## config.mk

```make
export PLATFORM = sky130hd
export DESIGN_NAME = preprocessor_conditional_tracker_flat
export DESIGN_NICKNAME = d
export VERILOG_FILES = /design/src/rtl/pct_pkg.sv /design/src/rtl/pct_if.sv /design/src/rtl/pct_stack.sv /design/src/rtl/preprocessor_conditional_tracker.sv /design/src/flat_wrapper.sv
export VERILOG_INCLUDE_DIRS = /design/src /design/src/rtl
export SDC_FILE = /design/constraint.sdc
export NUM_CORES = 1
export LEC_CHECK = 0
export BUFFER_PORTS_ARGS = -buffer_cell sky130_fd_sc_hd__buf_2
export CAP_MARGIN = 10
export CORE_UTILIZATION = 60
export DETAILED_ROUTE_END_ITERATION = 16
export PLACE_DENSITY = 0.77
export SETUP_SLACK_MARGIN = 0.1
export SLEW_MARGIN = 15
export SYNTH_ARGS = -nofsm -noshare
export SYNTH_HDL_FRONTEND = slang
export SYNTH_SLANG_ARGS = --single-unit
```

## constraint.sdc

```tcl
create_clock -name clk -period 5.55 [get_ports clk]
set_input_delay 0.555 -clock clk [delete_from_list [all_inputs] [get_ports clk]]
set_output_delay 0.555 -clock clk [all_outputs]
set_load 0.005 [all_outputs]
```

## src/rtl/preprocessor_conditional_tracker_macros.svh

```systemverilog
// assertion macros used by the conditional tracker top level
`ifndef PREPROCESSOR_CONDITIONAL_TRACKER_MACROS_SVH
`define PREPROCESSOR_CONDITIONAL_TRACKER_MACROS_SVH

// condition that must hold at every clock edge out of reset
`define PCT_ASSERT_ALWAYS(label, cond, msg) \
    label: assert property (@(posedge clk) disable iff (!rst_n) (cond)) \
        else $error(msg);

// consequence that must hold in the cycle after the antecedent
`define PCT_ASSERT_NEXT(label, ante, cons, msg) \
    label: assert property (@(posedge clk) disable iff (!rst_n) (ante) |=> (cons)) \
        else $error(msg);

`endif

```

## src/rtl/pct_pkg.sv

```systemverilog
// types and constants of the preprocessor conditional tracker
`default_nettype none

package pct_pkg;

    // payload field widths
    localparam int CMD_W = 3;
    localparam int ACT_W = 2;
    localparam int ERR_W = 3;
    localparam int LVL_W = 6;

    // directive kinds, code 7 behaves as other
    typedef enum logic [CMD_W-1:0] {
        CMD_IF     = 3'd0,
        CMD_IFDEF  = 3'd1,
        CMD_IFNDEF = 3'd2,
        CMD_ELIF   = 3'd3,
        CMD_ELSE   = 3'd4,
        CMD_ENDIF  = 3'd5,
        CMD_OTHER  = 3'd6
    } cmd_t;

    // scanner actions
    localparam logic [ACT_W-1:0] ACT_NONE       = 2'd0;
    localparam logic [ACT_W-1:0] ACT_ENTER_SKIP = 2'd1;
    localparam logic [ACT_W-1:0] ACT_EXIT_SKIP  = 2'd2;

    // error codes
    localparam logic [ERR_W-1:0] ERR_NONE         = 3'd0;
    localparam logic [ERR_W-1:0] ERR_STRAY_ELIF   = 3'd1;
    localparam logic [ERR_W-1:0] ERR_STRAY_ELSE   = 3'd2;
    localparam logic [ERR_W-1:0] ERR_STRAY_ENDIF  = 3'd3;
    localparam logic [ERR_W-1:0] ERR_MISSING_IF   = 3'd4;
    localparam logic [ERR_W-1:0] ERR_MISSING_ELIF = 3'd5;
    localparam logic [ERR_W-1:0] ERR_OVERFLOW     = 3'd6;

    // one open conditional; plive is the liveness of the stack below it
    typedef struct packed {
        logic emit;
        logic taken;
        logic plive;
    } stack_entry_t;

    typedef enum logic [1:0] {
        OP_NONE,
        OP_PUSH,
        OP_REPLACE,
        OP_POP
    } stack_kind_t;

    typedef struct packed {
        stack_kind_t  kind;
        stack_entry_t entry;
    } stack_op_t;

    // what the control logic sees of the stack
    typedef struct packed {
        stack_entry_t top;
        stack_entry_t below;
        logic         empty;
        logic         one;
        logic         full;
    } stack_view_t;

endpackage

`default_nettype wire

```

## src/rtl/pct_if.sv

```systemverilog
// directive and result channel interfaces of the conditional tracker
`default_nettype none

interface pct_in_if;
    import pct_pkg::*;

    logic             valid;
    logic             ready;
    logic [CMD_W-1:0] command;
    logic             condition;
    logic             expression_missing;

    modport source (output valid, command, condition, expression_missing, input ready);
    modport sink (input valid, command, condition, expression_missing, output ready);
endinterface

interface pct_out_if;
    import pct_pkg::*;

    logic             valid;
    logic             ready;
    logic             emitting;
    logic [ACT_W-1:0] action;
    logic [ERR_W-1:0] error_code;
    logic [LVL_W-1:0] nesting_level;

    modport source (output valid, emitting, action, error_code, nesting_level, input ready);
    modport sink (input valid, emitting, action, error_code, nesting_level, output ready);
endinterface

`default_nettype wire

```

## src/rtl/pct_stack.sv

```systemverilog
// conditional stack: memory with cached top entry and prefetched entry below it
`default_nettype none

module pct_stack #(
    parameter int  DEPTH = 32,
    localparam int CW    = $clog2(DEPTH + 1),
    localparam int AW    = $clog2(DEPTH)
) (
    input  wire logic                clk,
    input  wire logic                rst_n,
    input  wire pct_pkg::stack_op_t  op,
    output logic [CW-1:0]            count,
    output pct_pkg::stack_view_t     view
);
    import pct_pkg::*;

    localparam logic [CW-1:0] DEPTH_C = CW'(DEPTH);

    stack_entry_t mem [DEPTH];

    logic [CW-1:0] count_reg, count_next;
    logic [CW-1:0] count_dec;
    logic [CW-1:0] rd_count;
    stack_entry_t  top_reg, top_next;
    stack_entry_t  below_reg;
    logic          wr_en;
    logic [AW-1:0] wr_addr;
    logic [AW-1:0] rd_addr;

    assign count_dec = count_reg - 1'b1;

    // next depth, top entry and write port
    always_comb
    begin
        count_next = count_reg;
        top_next   = top_reg;
        wr_en      = 1'b0;
        wr_addr    = count_reg[AW-1:0];
        case (op.kind)
            OP_PUSH:
            begin
                count_next = count_reg + 1'b1;
                top_next   = op.entry;
                wr_en      = 1'b1;
                wr_addr    = count_reg[AW-1:0];
            end
            OP_REPLACE:
            begin
                top_next = op.entry;
                wr_en    = 1'b1;
                wr_addr  = count_dec[AW-1:0];
            end
            OP_POP:
            begin
                count_next = count_dec;
                top_next   = below_reg;
            end
            default: ;
        endcase
    end

    // prefetch the entry under the next top; never the entry written this cycle
    assign rd_count = count_next - 2'd2;
    assign rd_addr  = rd_count[AW-1:0];

    // stack storage
    always_ff @(posedge clk)
    begin
        if (wr_en)
        begin
            mem[wr_addr] <= op.entry;
        end
        below_reg <= mem[rd_addr];
    end

    // top entry cache
    always_ff @(posedge clk)
    begin
        top_reg <= top_next;
    end

    // depth
    always_ff @(posedge clk or negedge rst_n)
    begin
        if (!rst_n)
        begin
            count_reg <= '0;
        end
        else
        begin
            count_reg <= count_next;
        end
    end

    assign count       = count_reg;
    assign view.top    = top_reg;
    assign view.below  = below_reg;
    assign view.empty  = (count_reg == '0);
    assign view.one    = (count_reg == CW'(1));
    assign view.full   = (count_reg == DEPTH_C);

endmodule

`default_nettype wire

```

## src/rtl/preprocessor_conditional_tracker.sv

```systemverilog
// top level of the preprocessor conditional tracker
//
// Takes one classified directive per item on the directive channel and returns
// one result item on the result channel: whether following text is live, the
// scanner action (enter or leave skip mode), an error code and the stack depth.
// Both channels use valid/ready; an item moves when both are high.
//
// The result of a directive is registered in the output register when the
// directive is accepted. Throughput: one directive per cycle while results are
// taken. The stack sits in a memory with a registered read; the top entry is
// cached and the entry below it is read ahead every cycle, so pops never stall.
//
// A new directive is accepted while the previous result is taken in the same
// cycle. When the receiver stalls, the result holds and directive ready drops
// until it is taken.
//
// Reset empties the stack and leaves skip mode at once; the stack memory is
// not cleared, since only entries written by pushes or replaces are ever used.
`default_nettype none
`include "preprocessor_conditional_tracker_macros.svh"

module preprocessor_conditional_tracker #(
    parameter int STACK_DEPTH      = 32,
    parameter int MAX_DEAD_NESTING = 255
) (
    input wire logic  clk,
    input wire logic  rst_n,
    pct_in_if.sink    directive,
    pct_out_if.source result
);
    import pct_pkg::*;

    localparam int CW = $clog2(STACK_DEPTH + 1);
    localparam int DW = $clog2(MAX_DEAD_NESTING + 1);
    localparam logic [DW-1:0] DEAD_MAX = DW'(MAX_DEAD_NESTING);

    logic          accept;
    logic [CW-1:0] count;
    stack_view_t   view;
    stack_op_t     op;
    stack_op_t     apply_op;
    stack_op_t     mode_op;
    cmd_t          cmd;

    logic             live;
    logic             had;
    logic             lpar;
    logic             cond_val;
    logic             evaluate;
    logic             is_open;
    logic             is_close;
    logic             apply_live;
    logic [ERR_W-1:0] apply_err;

    logic             skip_reg, skip_next;
    logic [DW-1:0]    dead_reg, dead_next;
    logic             live_after;
    logic [ACT_W-1:0] act;
    logic [ERR_W-1:0] err;
    logic [CW-1:0]    level;

    logic             out_valid_reg;
    logic             emitting_reg;
    logic [ACT_W-1:0] action_reg;
    logic [ERR_W-1:0] error_reg;
    logic [LVL_W-1:0] level_reg;

    assign cmd    = cmd_t'(directive.command);
    assign accept = directive.valid && directive.ready;

    // one directive applied to the stack
    always_comb
    begin
        live       = view.empty || view.top.emit;
        had        = view.top.taken;
        lpar       = view.top.plive;
        evaluate   = 1'b0;
        cond_val   = 1'b0;
        apply_op   = '{kind: OP_NONE, entry: '0};
        apply_err  = ERR_NONE;
        apply_live = live;
        case (cmd)
            CMD_IF, CMD_IFDEF, CMD_IFNDEF:
            begin
                if (cmd == CMD_IF)
                begin
                    cond_val = live && !directive.expression_missing && directive.condition;
                    if (live && directive.expression_missing)
                    begin
                        apply_err = ERR_MISSING_IF;
                    end
                end
                else if (cmd == CMD_IFDEF)
                begin
                    cond_val = live && directive.condition;
                end
                else
                begin
                    cond_val = live && !directive.condition;
                end
                if (view.full)
                begin
                    apply_err = ERR_OVERFLOW;
                end
                else
                begin
                    apply_op   = '{kind: OP_PUSH,
                                   entry: '{emit: cond_val, taken: cond_val, plive: live}};
                    apply_live = cond_val;
                end
            end
            CMD_ELIF:
            begin
                if (view.empty)
                begin
                    apply_err = ERR_STRAY_ELIF;
                end
                else
                begin
                    evaluate = lpar && !had;
                    cond_val = evaluate && !directive.expression_missing
                               && directive.condition;
                    if (evaluate && directive.expression_missing)
                    begin
                        apply_err = ERR_MISSING_ELIF;
                    end
                    apply_op   = '{kind: OP_REPLACE,
                                   entry: '{emit: cond_val, taken: had || cond_val,
                                            plive: lpar}};
                    apply_live = cond_val;
                end
            end
            CMD_ELSE:
            begin
                if (view.empty)
                begin
                    apply_err = ERR_STRAY_ELSE;
                end
                else
                begin
                    apply_op   = '{kind: OP_REPLACE,
                                   entry: '{emit: lpar && !had, taken: 1'b1, plive: lpar}};
                    apply_live = lpar && !had;
                end
            end
            CMD_ENDIF:
            begin
                if (view.empty)
                begin
                    apply_err = ERR_STRAY_ENDIF;
                end
                else
                begin
                    apply_op   = '{kind: OP_POP, entry: '0};
                    apply_live = view.one || view.below.emit;
                end
            end
            default: ;
        endcase
    end

    assign is_open  = (cmd == CMD_IF) || (cmd == CMD_IFDEF) || (cmd == CMD_IFNDEF);
    assign is_close = (cmd == CMD_ELIF) || (cmd == CMD_ELSE) || (cmd == CMD_ENDIF);

    // live and skip mode handling
    always_comb
    begin
        mode_op    = '{kind: OP_NONE, entry: '0};
        skip_next  = skip_reg;
        dead_next  = dead_reg;
        act        = ACT_NONE;
        err        = ERR_NONE;
        live_after = live;
        if (!skip_reg)
        begin
            mode_op    = apply_op;
            err        = apply_err;
            live_after = apply_live;
            if (!apply_live)
            begin
                dead_next = '0;
                skip_next = 1'b1;
                act       = ACT_ENTER_SKIP;
            end
        end
        else if (is_open)
        begin
            if (dead_reg != DEAD_MAX)
            begin
                dead_next = dead_reg + 1'b1;
            end
        end
        else if (dead_reg != '0)
        begin
            if (cmd == CMD_ENDIF)
            begin
                dead_next = dead_reg - 1'b1;
            end
        end
        else if (is_close)
        begin
            mode_op    = apply_op;
            err        = apply_err;
            live_after = apply_live;
            if (apply_live)
            begin
                skip_next = 1'b0;
                act       = ACT_EXIT_SKIP;
            end
        end
    end

    // stack changes only for an accepted item
    assign op = accept ? mode_op : stack_op_t'{kind: OP_NONE, entry: '0};

    // depth after the directive
    always_comb
    begin
        level = count;
        case (mode_op.kind)
            OP_PUSH: level = count + 1'b1;
            OP_POP:  level = count - 1'b1;
            default: ;
        endcase
    end

    pct_stack #(
        .DEPTH (STACK_DEPTH)
    ) u_stack (
        .clk   (clk),
        .rst_n (rst_n),
        .op    (op),
        .count (count),
        .view  (view)
    );

    // mode state and output valid
    always_ff @(posedge clk or negedge rst_n)
    begin
        if (!rst_n)
        begin
            skip_reg      <= 1'b0;
            dead_reg      <= '0;
            out_valid_reg <= 1'b0;
        end
        else
        begin
            if (accept)
            begin
                skip_reg      <= skip_next;
                dead_reg      <= dead_next;
                out_valid_reg <= 1'b1;
            end
            else if (result.ready)
            begin
                out_valid_reg <= 1'b0;
            end
        end
    end

    // result payload
    always_ff @(posedge clk)
    begin
        if (accept)
        begin
            emitting_reg <= live_after;
            action_reg   <= act;
            error_reg    <= err;
            level_reg    <= LVL_W'(level);
        end
    end

    assign directive.ready      = !out_valid_reg || result.ready;
    assign result.valid         = out_valid_reg;
    assign result.emitting      = emitting_reg;
    assign result.action        = action_reg;
    assign result.error_code    = error_reg;
    assign result.nesting_level = level_reg;

    // skip mode always mirrors a dead top entry
    `PCT_ASSERT_ALWAYS(a_skip_tracks_top, skip_reg == (!view.empty && !view.top.emit), "skip mode out of step with stack top")
    // dead nesting only counts inside skip mode
    `PCT_ASSERT_ALWAYS(a_dead_only_skip, (dead_reg == '0) || skip_reg, "dead nesting nonzero while live")
    // an accepted push grows the stack by one
    `PCT_ASSERT_NEXT(a_push_grows, accept && (mode_op.kind == OP_PUSH), count == $past(count) + 1'b1, "push did not grow stack")

endmodule

`default_nettype wire

```

## src/flat_wrapper.sv

```systemverilog
// flat-port wrapper written by rule: the top's interface ports become plain ports
module preprocessor_conditional_tracker_flat import pct_pkg::*;
#(
    parameter int STACK_DEPTH      = 32,
    parameter int MAX_DEAD_NESTING = 255
)
  (clk, rst_n, directive_valid, directive_command, directive_condition, directive_expression_missing, directive_ready, result_valid, result_emitting, result_action, result_error_code, result_nesting_level, result_ready);
  pct_in_if directive_i ();
  pct_out_if result_i ();
  input wire logic clk;
  input wire logic rst_n;
  input wire logic [$bits(directive_i.valid)-1:0] directive_valid;
  input wire logic [$bits(directive_i.command)-1:0] directive_command;
  input wire logic [$bits(directive_i.condition)-1:0] directive_condition;
  input wire logic [$bits(directive_i.expression_missing)-1:0] directive_expression_missing;
  output wire logic [$bits(directive_i.ready)-1:0] directive_ready;
  output wire logic [$bits(result_i.valid)-1:0] result_valid;
  output wire logic [$bits(result_i.emitting)-1:0] result_emitting;
  output wire logic [$bits(result_i.action)-1:0] result_action;
  output wire logic [$bits(result_i.error_code)-1:0] result_error_code;
  output wire logic [$bits(result_i.nesting_level)-1:0] result_nesting_level;
  input wire logic [$bits(result_i.ready)-1:0] result_ready;
  assign directive_i.valid = directive_valid;
  assign directive_i.command = directive_command;
  assign directive_i.condition = directive_condition;
  assign directive_i.expression_missing = directive_expression_missing;
  assign directive_ready = directive_i.ready;
  assign result_valid = result_i.valid;
  assign result_emitting = result_i.emitting;
  assign result_action = result_i.action;
  assign result_error_code = result_i.error_code;
  assign result_nesting_level = result_i.nesting_level;
  assign result_i.ready = result_ready;
  preprocessor_conditional_tracker #(.STACK_DEPTH(STACK_DEPTH), .MAX_DEAD_NESTING(MAX_DEAD_NESTING)) u_core (.clk(clk), .rst_n(rst_n), .directive(directive_i), .result(result_i));
endmodule
```

==> flow_summary.toml <==
[global_route]
grt_overflow = 0
antenna_found_initial = 0
grt_max_degree = 50
grt_pass1_wl_mm = 21.92
grt_pass1_vias = 4138
grt_usage = 0.2636

[logic_synthesis]
synth_ff_type = "edfxtp_1"
ys_seq_area_frac = 0.5677
synth_cell_types = 61
ys_top_cells_by_area = "edfxtp_1, mux2i_1, dfrtp_1"
ys_ff_latch = 130
postSynthCellCount = 527
synth_fp_nets = 551
async_flop_share = 0.1231
synth_edf_count = 111
yosysTopAreaCellShare = 0.4988
ys_warn_count = 0
avgSynthCellArea_um2 = 12.68
netlist.top_cell.by_area = "edfxtp_1"
syn_area_um2 = 6683

[power]
switching_power_w = 0.0008909
power_density_nw_per_um2 = 403.3
combPwrFrac = 0.245
peakVddDrop_mv = 0.4990
p_int_w = 0.002113
seqPwrFrac = 0.394
clockPowerShare = 0.361
power_leakage_nw = 2.969
switching_share = 0.2965

[floorplanning]
rows = 38
io_pins = 23
die-area_um2 = 11560
die_y_um = 107.5
core_area_um2 = 10840
initial_utilization = 0.6165
die_w_um = 107.5

[critical_path]
crit_fanout = 17
arrival_ns = 5.49
critical_path_class = "flip-flop to flip-flop"
worstSetupStartpointType = "flip-flop"
end_kind = "flip-flop"
crit_required_ns = 6.03

[clocking]
clock-sinks = 130
cts-buffers-inserted = 17
clk_latency_ns = 0.53
cts_tree = "yes"
cts_root_buffer = "clkbuf_8"
cts_buffer_depth = 2
htree_num_levels = 4
cts_setup_buffers = 0
clk_pin_slew_ns = 0.06

[final_layout]
n_antenna_cell = 0
largest_reg_flops = 96
layout_common_cells = "edfxtp_1, mux2i_1, nand2_1"
final_cells = 702
syn2layout_area_growth_pct = 11.48
final_layout_size_suffix_gt1_frac = 0.1459
final_common_cell = "edfxtp_1"
utilization = 0.6872
fill_cells = 743
finalNetCount = 573

[detailed_routing]
num_vias = 4356
dr.pass1.iters = 8
wl_mm = 14.00
wl_per_cell_um = 19.95
drtAntennaViolNets = 0
drtIter0Drc = 309
via_per_inst = 6.205
drc = 0

[timing]
slew_headroom = 0.3856
finalCritPeriodShare = 0.9036
rsz0062_at_grt = "false"
setup_viol = 0
finalHoldViolCount = 0
fin_crit_ns = 5.015
slew_viol_final = 0
timing.hold.ws_ns = 0.2747
fmax_mhz = 199.4
skew_ns = 0.007039
tns_ns = 0
setup_ws_ns = 0.5350
tightest_slew_ns = 0.9182

[place]
placed_cells = 669
post-dp-hpwl_mm = 9.603
place_ws_ns = 0.6391
gp_routability_congestion = 0.9243
placement.io_buffers = 22

[min_path]
hold_class = "primary input to flip-flop"

[outcome]
outcome = "completed"

[flow_run]
drv_cap = 0
[stage by stage]
stage | cell area [um^2] | power [W]
after floorplan | 6683 | 0.001790
final | 7450 | 0.003004
after global routing | 7450 | 0.003132
after global placement | 6858 | 0.001906
after CTS | 7450 | 0.003014
after detailed placement | 6858 | 0.001931
[path summary, 6_finish.rpt]
check | start | end | slack [ns] | cells past startpoint
max | u_core.u_stack.count[0]$_DFF_PN0_ | u_core.u_stack.view[3]$_DFF_P_ | 0.53 | 16
min | directive_valid | u_core.result.valid$_DFFE_PN0P_ | 0.27 | 2
max reg2reg | u_core.u_stack.count[0]$_DFF_PN0_ | u_core.u_stack.view[3]$_DFF_P_ | 0.53 | 16
min reg2reg | u_core.u_stack.view[3]$_DFF_P_ | u_core.u_stack.view[6]$_DFFE_PP_ | 0.55 | 2
max in group asynchronous | rst_n | u_core.u_stack.count[5]$_DFFE_PN0N_ | 4.73 | 2
min in group asynchronous | rst_n | u_core.skip_reg$_DFFE_PN0P_ | 0.50 | 2
[layer usage]
metal,routed length [um],track usage
met1,5717,0.3313
met2,6699,0.4130
met3,1130,0.08232
met4,456,0.1311
met5,0,0
[power by group through the flow]
stage          combinational [W]  sequential, W  clock (W)
3_3_place_gp            0.000708        0.00120          0
4_1_cts                 0.000737        0.00118    0.00110
2_1_floorplan           0.000619        0.00117          0
6_report                0.000737        0.00118    0.00108
3_5_place_dp            0.000730        0.00120          0
5_1_grt                 0.000811        0.00119    0.00113
[worst max-delay path, cell delays in order (launching register included)]
cell     delay [ns]
dfrtp_1        0.57
inv_1          0.21
ha_1           0.51
or4b_4         0.57
nor2_1         0.31
nor2_1         0.21
nand4_1        0.20
inv_1          0.08
ha_1           0.31
inv_1          0.16
o21ai_0        0.11
mux2i_2        0.18
buf_4          0.28
ha_1           0.43
mux4_1         0.39
mux2i_1        0.24
mux2_2         0.20
[final cells by class]
type                       instances  area [um^2]  area share
inverter                          23        86.33     0.01159
sequential                       130         3794      0.5092
multi-input combinational        347         2640      0.3544
timing repair buffer              30        172.7     0.02318
clock buffer                      18        417.9     0.05610
clock inverter                    14        163.9     0.02200
tap                              140        175.2     0.02351
[cell usage after synthesis (6+ instances only)]
cell / n
nand2_1: 53
nor2_1: 50
mux2i_1: 57
a31oi_1: 6
nand3_1: 12
o31ai_1: 8
o21ai_0: 21
mux4_1: 12
xnor2_1: 9
ha_1: 14
edfxtp_1: 111
a21oi_1: 17
dfrtp_1: 16
inv_1: 21
nand2b_1: 6
clkbuf_1: 14
[logic make-up after synthesis]
group                      synth area share
muxes                                0.1393
adders and majority gates           0.02921
xor gates and xnor gates            0.02322
buffers and inverters               0.03988
and+or+nand+nor                      0.1157
AOI/OAI and AO/OA                   0.08500
DFF                                  0.5677
[what timing repair did]
item | in CTS | in global routing
endpoints found under the hold margin | 16 | 0
gates resized for setup | 0 | 0
hold buffers | 1 | 0
No activity file was read; power rests on OpenSTA's default activity.
